<file path="src/rtoh_pkg.sv">
// rtoh_pkg: widths and stage types for the rgb to hsv pixel converter
// no dependencies; used by all modules in src
package rtoh_pkg;

    localparam int CHANNEL_BITS  = 8;
    localparam int FRACTION_BITS = 16;
    localparam int DEN_BITS      = CHANNEL_BITS + 3;

    typedef struct packed {
        logic [DEN_BITS-1:0]      rem;
        logic [DEN_BITS-1:0]      den;
        logic [FRACTION_BITS-1:0] quo;
    } t_lane;

    typedef struct packed {
        t_lane                   hue;
        t_lane                   sat;
        logic [CHANNEL_BITS-1:0] value;
        logic                    hue_zero;
        logic                    sat_zero;
        logic                    sat_full;
    } t_stage;

endpackage

</file>
<file path="src/rtoh_front.sv">
// rtoh_front: max, min, chroma and hue numerator of one pixel, registered
// depends on rtoh_pkg
module rtoh_front import rtoh_pkg::*; (
    input  logic                    i_clk,
    input  logic                    i_rst_n,
    input  logic                    i_en,
    input  logic                    i_valid,
    input  logic [CHANNEL_BITS-1:0] i_red,
    input  logic [CHANNEL_BITS-1:0] i_green,
    input  logic [CHANNEL_BITS-1:0] i_blue,
    output logic                    o_valid,
    output t_stage                  o_stage
);

    logic [CHANNEL_BITS-1:0] w_max;
    logic [CHANNEL_BITS-1:0] w_min;
    logic [CHANNEL_BITS-1:0] w_chr;
    logic [DEN_BITS-1:0]     w_chr_x;
    logic [DEN_BITS-1:0]     w_num;
    t_stage                  n_stage;
    logic                    r_valid;
    t_stage                  r_stage;

    always_comb begin
        w_max = (i_red > i_green) ? i_red : i_green;
        if (i_blue > w_max) begin
            w_max = i_blue;
        end
        w_min = (i_red < i_green) ? i_red : i_green;
        if (i_blue < w_min) begin
            w_min = i_blue;
        end
        w_chr   = w_max - w_min;
        w_chr_x = DEN_BITS'(w_chr);
        if (w_max == i_red) begin
            if (i_green >= i_blue) begin
                w_num = DEN_BITS'(i_green) - DEN_BITS'(i_blue);
            end else begin
                w_num = (w_chr_x << 2) + (w_chr_x << 1)
                        - (DEN_BITS'(i_blue) - DEN_BITS'(i_green));
            end
        end else if (w_max == i_green) begin
            w_num = (w_chr_x << 1) + DEN_BITS'(i_blue) - DEN_BITS'(i_red);
        end else begin
            w_num = (w_chr_x << 2) + DEN_BITS'(i_red) - DEN_BITS'(i_green);
        end
        n_stage.hue.rem  = w_num;
        n_stage.hue.den  = (w_chr_x << 2) + (w_chr_x << 1);
        n_stage.hue.quo  = '0;
        n_stage.sat.rem  = w_chr_x;
        n_stage.sat.den  = DEN_BITS'(w_max);
        n_stage.sat.quo  = '0;
        n_stage.value    = w_max;
        n_stage.hue_zero = (w_chr == '0);
        n_stage.sat_zero = (w_max == '0);
        n_stage.sat_full = (w_min == '0);
    end

    always_ff @(posedge i_clk) begin
        if (!i_rst_n) begin
            r_valid <= 1'b0;
        end else if (i_en) begin
            r_valid <= i_valid;
        end
    end

    always_ff @(posedge i_clk) begin
        if (i_en) begin
            r_stage <= n_stage;
        end
    end

    assign o_valid = r_valid;
    assign o_stage = r_stage;

endmodule

</file>
<file path="src/rtoh_cell.sv">
// rtoh_cell: one restoring division step for the hue and saturation lanes
// depends on rtoh_pkg
module rtoh_cell import rtoh_pkg::*; (
    input  logic   i_clk,
    input  logic   i_rst_n,
    input  logic   i_en,
    input  logic   i_valid,
    input  t_stage i_stage,
    output logic   o_valid,
    output t_stage o_stage
);

    logic [DEN_BITS:0] w_hue_two;
    logic [DEN_BITS:0] w_sat_two;
    t_stage            n_stage;
    logic              r_valid;
    t_stage            r_stage;

    always_comb begin
        n_stage   = i_stage;
        w_hue_two = {i_stage.hue.rem, 1'b0};
        w_sat_two = {i_stage.sat.rem, 1'b0};
        if (w_hue_two >= {1'b0, i_stage.hue.den}) begin
            n_stage.hue.rem = DEN_BITS'(w_hue_two - {1'b0, i_stage.hue.den});
            n_stage.hue.quo = {i_stage.hue.quo[FRACTION_BITS-2:0], 1'b1};
        end else begin
            n_stage.hue.rem = DEN_BITS'(w_hue_two);
            n_stage.hue.quo = {i_stage.hue.quo[FRACTION_BITS-2:0], 1'b0};
        end
        if (w_sat_two >= {1'b0, i_stage.sat.den}) begin
            n_stage.sat.rem = DEN_BITS'(w_sat_two - {1'b0, i_stage.sat.den});
            n_stage.sat.quo = {i_stage.sat.quo[FRACTION_BITS-2:0], 1'b1};
        end else begin
            n_stage.sat.rem = DEN_BITS'(w_sat_two);
            n_stage.sat.quo = {i_stage.sat.quo[FRACTION_BITS-2:0], 1'b0};
        end
    end

    always_ff @(posedge i_clk) begin
        if (!i_rst_n) begin
            r_valid <= 1'b0;
        end else if (i_en) begin
            r_valid <= i_valid;
        end
    end

    always_ff @(posedge i_clk) begin
        if (i_en) begin
            r_stage <= n_stage;
        end
    end

    assign o_valid = r_valid;
    assign o_stage = r_stage;

endmodule

</file>
<file path="src/rgb_to_hsv_pixel.sv">
// rgb_to_hsv_pixel: top level of the rgb to hsv pixel converter
// depends on rtoh_pkg, rtoh_front and rtoh_cell
//
// usage:
//   input channel i_valid / o_stall carries one pixel item (i_red, i_green,
//   i_blue); output channel o_valid / i_stall carries o_hue, o_saturation
//   and o_value. an item moves when valid is high and stall is low.
//   one front stage finds max, min and chroma, then a row of FRACTION_BITS
//   division cells each produces one quotient bit of hue and of saturation.
//   an item passes the front register and then each cell in turn before its
//   result appears; one item is taken per cycle while o_stall is low.
//   the last cell holds the result; while i_stall holds it the whole row
//   freezes and o_stall goes high, and it releases in the cycle that the
//   result is taken.
//   synchronous active-low reset clears all valid bits; no item is in
//   flight afterwards. payload registers are not reset.
module rgb_to_hsv_pixel import rtoh_pkg::*; (
    input  logic                     i_clk,
    input  logic                     i_rst_n,
    input  logic                     i_valid,
    output logic                     o_stall,
    input  logic [CHANNEL_BITS-1:0]  i_red,
    input  logic [CHANNEL_BITS-1:0]  i_green,
    input  logic [CHANNEL_BITS-1:0]  i_blue,
    output logic                     o_valid,
    input  logic                     i_stall,
    output logic [FRACTION_BITS-1:0] o_hue,
    output logic [FRACTION_BITS-1:0] o_saturation,
    output logic [CHANNEL_BITS-1:0]  o_value
);

    logic                w_en;
    logic   [FRACTION_BITS:0] w_valid;
    t_stage [FRACTION_BITS:0] w_stage;
    t_stage              w_last;

    assign w_en    = !(w_valid[FRACTION_BITS] && i_stall);
    assign o_stall = !w_en;

    rtoh_front u_front (
        .i_clk   (i_clk),
        .i_rst_n (i_rst_n),
        .i_en    (w_en),
        .i_valid (i_valid),
        .i_red   (i_red),
        .i_green (i_green),
        .i_blue  (i_blue),
        .o_valid (w_valid[0]),
        .o_stage (w_stage[0])
    );

    for (genvar g = 0; g < FRACTION_BITS; g++) begin : g_cell
        rtoh_cell u_cell (
            .i_clk   (i_clk),
            .i_rst_n (i_rst_n),
            .i_en    (w_en),
            .i_valid (w_valid[g]),
            .i_stage (w_stage[g]),
            .o_valid (w_valid[g+1]),
            .o_stage (w_stage[g+1])
        );
    end

    assign w_last  = w_stage[FRACTION_BITS];
    assign o_valid = w_valid[FRACTION_BITS];
    assign o_value = w_last.value;
    assign o_hue   = w_last.hue_zero ? '0 : w_last.hue.quo;

    always_comb begin
        if (w_last.sat_zero) begin
            o_saturation = '0;
        end else if (w_last.sat_full) begin
            o_saturation = '1;
        end else begin
            o_saturation = w_last.sat.quo;
        end
    end

    a_black_is_zero : assert property (@(posedge i_clk) disable iff (!i_rst_n)
        o_valid && (o_value == '0) |-> (o_saturation == '0) && (o_hue == '0))
        else $error("black pixel with nonzero hue or saturation");

    a_gray_hue_zero : assert property (@(posedge i_clk) disable iff (!i_rst_n)
        o_valid && (o_saturation == '0) |-> (o_hue == '0))
        else $error("gray pixel with nonzero hue");

    a_stall_only_full : assert property (@(posedge i_clk) disable iff (!i_rst_n)
        o_stall |-> o_valid && i_stall)
        else $error("input stalled without a held result");

    a_reset_clears : assert property (@(posedge i_clk)
        !i_rst_n |=> !o_valid)
        else $error("result valid after reset");

endmodule
</file>
<file path="config.mk">
export PLATFORM = sky130hd
export DESIGN_NAME = rgb_to_hsv_pixel
export DESIGN_NICKNAME = d
export VERILOG_FILES = /design/src/rtoh_pkg.sv /design/src/rtoh_front.sv /design/src/rtoh_cell.sv /design/src/rgb_to_hsv_pixel.sv
export SDC_FILE = /design/constraint.sdc
export NUM_CORES = 2
export LEC_CHECK = 0
export BUFFER_PORTS_ARGS = -buffer_cell sky130_fd_sc_hd__buf_4
export CAP_MARGIN = 0
export CORE_ASPECT_RATIO = 0.8
export CORE_UTILIZATION = 42
export DETAILED_ROUTE_END_ITERATION = 16
export PLACE_DENSITY = 0.61
export SKIP_LAST_GASP = 1
export SLEW_MARGIN = 20
export SYNTH_ARGS = -nofsm -noshare
export SYNTH_HDL_FRONTEND = slang
export SYNTH_SLANG_ARGS = --single-unit
export TNS_END_PERCENT = 50
</file>
<file path="constraint.sdc">
create_clock -name i_clk -period 32.6 [get_ports i_clk]
set_input_delay 0 -clock i_clk [delete_from_list [all_inputs] [get_ports i_clk]]
set_output_delay 0 -clock i_clk [all_outputs]
set_load 0.1 [all_outputs]
</file>
==> impl_metrics.xml <==
<?xml version="1.0" encoding="UTF-8"?>
<metrics>
  <group name="route">
    <metric name="route.detailed.vias_per_inst" unit="">4.962</metric>
    <metric name="route.final.wire_length" unit="um">86330</metric>
    <metric name="remaining_routing_drc_violations" unit="">0</metric>
    <metric name="detail-route-antenna-nets" unit="">0</metric>
    <metric name="vias" unit="">28770</metric>
    <metric name="detail_route.iter0.violations" unit="">1754</metric>
    <metric name="first_pass_detailed_route_iteration_total" unit="">5</metric>
    <metric name="route.detailed.wl_per_inst" unit="um">14.89</metric>
  </group>
  <group name="clocking">
    <metric name="clk_tree_root_cell" unit="">sky130_fd_sc_hd__clkbuf_16</metric>
    <metric name="cts_buffers" unit="">98</metric>
    <metric name="ctsResizeCount" unit="">0</metric>
    <metric name="clock_latency" unit="ns">0.68</metric>
    <metric name="cts_num_sinks" unit="">968</metric>
    <metric name="cts_max_path_buffers" unit="">3</metric>
    <metric name="cts.repair_timing.setup_buffer_count" unit="">0</metric>
    <metric name="clk_pin_slew" unit="ns">0.06</metric>
    <metric name="clock_tree.htree_level_count" unit="">3</metric>
    <metric name="cts_tree" unit="">done</metric>
  </group>
  <group name="sta">
    <metric name="transition_time_at_the_pin_with_the_least_slew_margin" unit="ns">1.046</metric>
    <metric name="period_share" unit="%">26.54</metric>
    <metric name="slew_headroom" unit="%">30.24</metric>
    <metric name="max_clock_freq" unit="MHz">115.6</metric>
    <metric name="skew" unit="ns">0.04516</metric>
    <metric name="rsz_0062_raised_after_global_routing" unit="">no</metric>
    <metric name="final_max_slew_viol_count" unit="">0</metric>
    <metric name="holdWs" unit="ns">0.04648</metric>
    <metric name="setup_viol_count_final" unit="">0</metric>
    <metric name="finalSetupTns" unit="ns">0</metric>
    <metric name="final-hold-violation-count" unit="">0</metric>
    <metric name="fin_crit" unit="ns">8.653</metric>
  </group>
  <group name="synthesis">
    <metric name="portion_of_the_post_synthesis_area_used_by_sequential_elements" unit="%">58.83</metric>
    <metric name="synth.ff_latch_count" unit="">968</metric>
    <metric name="post_synth_num_cell_types" unit="">76</metric>
    <metric name="synthesis.nets" unit="">4519</metric>
    <metric name="post_synth_instance_area" unit="mm2">0.04912</metric>
    <metric name="postSynthCellCount" unit="">4073</metric>
    <metric name="ys_async_sr_fraction" unit="%">0</metric>
    <metric name="number_of_enable_flip_flop_cells_after_synthesis" unit="">951</metric>
    <metric name="yosys_most_used_dff" unit="">sky130_fd_sc_hd__edfxtp_1</metric>
    <metric name="yosysWarnings" unit="">0</metric>
    <metric name="synth_area_per_cell" unit="um2">12.06</metric>
  </group>
  <group name="layout">
    <metric name="filler_cell_count" unit="">10220</metric>
    <metric name="synthToLayoutAreaGrowth" unit="%">11.81</metric>
    <metric name="most-common-layout-cells" unit="">sky130_fd_sc_hd__edfxtp_1, sky130_fd_sc_hd__inv_1, sky130_fd_sc_hd__ha_1, sky130_fd_sc_hd__a21oi_1, sky130_fd_sc_hd__nor2_1</metric>
    <metric name="final_common_cell" unit="">sky130_fd_sc_hd__edfxtp_1</metric>
    <metric name="layout-drive-gt1-share" unit="%">6.880</metric>
    <metric name="design_area" unit="mm2">0.05492</metric>
    <metric name="layout.area.seq" unit="mm2">0.02890</metric>
    <metric name="final_util" unit="%">47.64</metric>
    <metric name="final_net_count" unit="">4636</metric>
    <metric name="antenna_cells" unit="">0</metric>
    <metric name="multi_input_comb_area" unit="mm2">0.01789</metric>
  </group>
  <group name="flow_run">
    <metric name="max-cap-violations" unit="">0</metric>
  </group>
  <group name="critical_path">
    <metric name="timing.setup.critical_path_class" unit="">primary input to flip-flop</metric>
    <metric name="worst_setup_path_start_kind" unit="">primary input</metric>
    <metric name="r2r_cells" unit="">5</metric>
    <metric name="crit_path_top_delay_cell" unit="">sky130_fd_sc_hd__o21ai_1</metric>
    <metric name="critical-path-max-stage-delay" unit="ns">0.63</metric>
    <metric name="reg2reg_slack" unit="ns">28.26</metric>
    <metric name="element_type_at_the_critical_path_end" unit="">flip-flop</metric>
    <metric name="worst-path-max-fanout" unit="">15</metric>
    <metric name="regToRegStartpoint" unit="">g_cell[15].u_cell.o_valid</metric>
    <metric name="crit_arrival" unit="ns">9.04</metric>
    <metric name="worst-endpoint-required" unit="ns">32.98</metric>
    <metric name="timing.rr.end" unit="">g_cell[12].u_cell.o_stage[41]</metric>
  </group>
  <group name="grt">
    <metric name="global_route.overflow_total" unit="">0</metric>
    <metric name="grt_first_pass_wirelength" unit="um">142400</metric>
    <metric name="grtUsageTotal" unit="%">14.75</metric>
    <metric name="grt_max_degree" unit="">180</metric>
    <metric name="first_global_vias" unit="">28150</metric>
    <metric name="grt_antenna_before_repair" unit="">0</metric>
  </group>
  <group name="floorplanning">
    <metric name="floorplan.initialDensity" unit="%">42.61</metric>
    <metric name="floorplan.rows" unit="">111</metric>
    <metric name="floorplan.die_area" unit="mm2">0.1183</metric>
    <metric name="coreArea" unit="mm2">0.1153</metric>
    <metric name="die_w" unit="um">384.3</metric>
    <metric name="die_height" unit="um">307.9</metric>
    <metric name="num_io_pins" unit="">70</metric>
  </group>
  <group name="placed_design">
    <metric name="buffer_ports.inserted" unit="">69</metric>
    <metric name="placement.cell_area" unit="mm2">0.05137</metric>
    <metric name="hpwlAfterDp" unit="um">62650</metric>
    <metric name="routabilityCongestion" unit="">0.8525</metric>
  </group>
  <group name="worst_hold_path">
    <metric name="hold_start" unit="">i_red[1]</metric>
    <metric name="holdPathEnd" unit="">u_front.o_stage[77]</metric>
    <metric name="worst_hold_path_type" unit="">primary input to flip-flop</metric>
    <metric name="hold_path_depth" unit="">4</metric>
  </group>
  <group name="status">
    <metric name="run_status" unit="">finished clean</metric>
  </group>
</metrics>
==> layer usage <==
| metal | wire length [um] | up-vias | track usage [%] |
|---|---|---|---|
| met5 | 0 | - | 0 |
| li1 | - | 14670 | - |
| met3 | 3177 | 142 | 2.487 |
| met4 | 2021 | 0 | 4.181 |
| met2 | 40390 | 409 | 24.39 |
| met1 | 40730 | 13550 | 19.93 |
==> layout make-up <==
cell class | instances | share of cell area, %
Sequential cell | 968 | 52.62
Multi-Input combinational cell | 2482 | 32.58
Clock buffer | 114 | 4.613
Inverter | 543 | 3.711
Tap cell | 1525 | 3.474
Clock inverter | 69 | 1.570
Timing Repair Buffer | 97 | 1.431
==> how the worst max path moves through the flow <==
stage / endpoint / startpoint
finish: u_front.o_stage[86] / i_red[0]
global route: u_front.o_stage[86] / i_red[0]
detailed placement: u_front.o_stage[86] / i_red[0]
global placement: u_front.o_stage[86] / i_red[0]
floorplan: g_cell[0].u_cell.o_stage[0] / g_cell[15].u_cell.o_valid
CTS: u_front.o_stage[86] / i_red[0]
==> flip-flops by register name (all words and copies together) (netlist names) <==
| register | count |
|---|---|
| g_cell.u_cell.o_stage | 912 |
| g_cell.u_cell.o_valid | 16 |
| u_front.o_stage | 39 |
| u_front.o_valid | 1 |
==> cell usage after synthesis (7+ instances only) <==
cell | n | share of area (%)
sky130_fd_sc_hd__fa_1 | 45 | 1.8
sky130_fd_sc_hd__inv_1 | 540 | 4.1
sky130_fd_sc_hd__or4_1 | 8 | 0.12
sky130_fd_sc_hd__nor2_1 | 289 | 2.2
sky130_fd_sc_hd__nand2_1 | 199 | 1.5
sky130_fd_sc_hd__clkbuf_1 | 69 | 0.53
sky130_fd_sc_hd__mux2i_1 | 10 | 0.20
sky130_fd_sc_hd__and2_1 | 49 | 0.62
sky130_fd_sc_hd__nor3_1 | 43 | 0.44
sky130_fd_sc_hd__a211oi_1 | 15 | 0.23
sky130_fd_sc_hd__or2_2 | 14 | 0.18
sky130_fd_sc_hd__nor4_1 | 19 | 0.24
sky130_fd_sc_hd__o21a_1 | 7 | 0.11
sky130_fd_sc_hd__o31ai_1 | 29 | 0.44
sky130_fd_sc_hd__o2bb2ai_1 | 14 | 0.25
sky130_fd_sc_hd__a21o_1 | 136 | 2.1
sky130_fd_sc_hd__a21oi_1 | 321 | 3.3
sky130_fd_sc_hd__o211ai_1 | 10 | 0.15
sky130_fd_sc_hd__xnor2_1 | 181 | 3.2
sky130_fd_sc_hd__nand2b_1 | 93 | 1.2
sky130_fd_sc_hd__a221oi_1 | 19 | 0.34
sky130_fd_sc_hd__nand4_1 | 49 | 0.62
sky130_fd_sc_hd__ha_1 | 373 | 9.5
sky130_fd_sc_hd__o21bai_1 | 25 | 0.38
sky130_fd_sc_hd__nor2b_1 | 69 | 0.88
sky130_fd_sc_hd__mux2_2 | 19 | 0.44
sky130_fd_sc_hd__a21boi_0 | 18 | 0.28
sky130_fd_sc_hd__edfxtp_1 | 951 | 58
sky130_fd_sc_hd__buf_4 | 8 | 0.12
sky130_fd_sc_hd__o21ai_0 | 216 | 2.2
sky130_fd_sc_hd__dfxtp_1 | 17 | 0.69
sky130_fd_sc_hd__xor2_1 | 76 | 1.4
sky130_fd_sc_hd__a31oi_1 | 10 | 0.13
sky130_fd_sc_hd__nand3_1 | 59 | 0.60
==> worst max-delay path, delay by kind of cell <==
| kind | cells | cell delay (ns) |
|---|---|---|
| AOI/OAI and AO/OA | 15 | 3.81 |
| xor gates and xnor gates | 2 | 0.76 |
| adders and majority gates | 6 | 1.83 |
| buffers and inverters | 6 | 0.83 |
| muxes | 1 | 0.09 |
| and+or+nand+nor | 8 | 1.68 |
==> per-stage QoR <==
stage / worst slack (ns) / std cells
5_1_grt: 23.29 / 5798
3_5_place_dp: 22.88 / 5602
3_3_place_gp: 23.05 / 5602
4_1_cts: 23.64 / 5798
6_report: 23.95 / 5798
2_1_floorplan: 4.175 / 4073
==> what timing repair did <==
action / 4_1_cts / 5_1_grt
hold buffers: 13 / 0
endpoints found under the hold margin: 28 / 0
setup endpoints to repair: 0 / 0
==> cells by family after synthesis <==
group | count (synthesis) | share of synthesized area, %
mux | 30 | 0.6700
flops | 968 | 58.83
simple gates | 914 | 9.000
fa+ha+maj | 420 | 11.38
xor+xnor | 258 | 4.616
buf+inv | 623 | 4.827
compound gates | 860 | 10.68
Power is left out: the tool's default activity adds up to more than one toggle a clock period on the data nets, which glitch-free logic cannot reach.
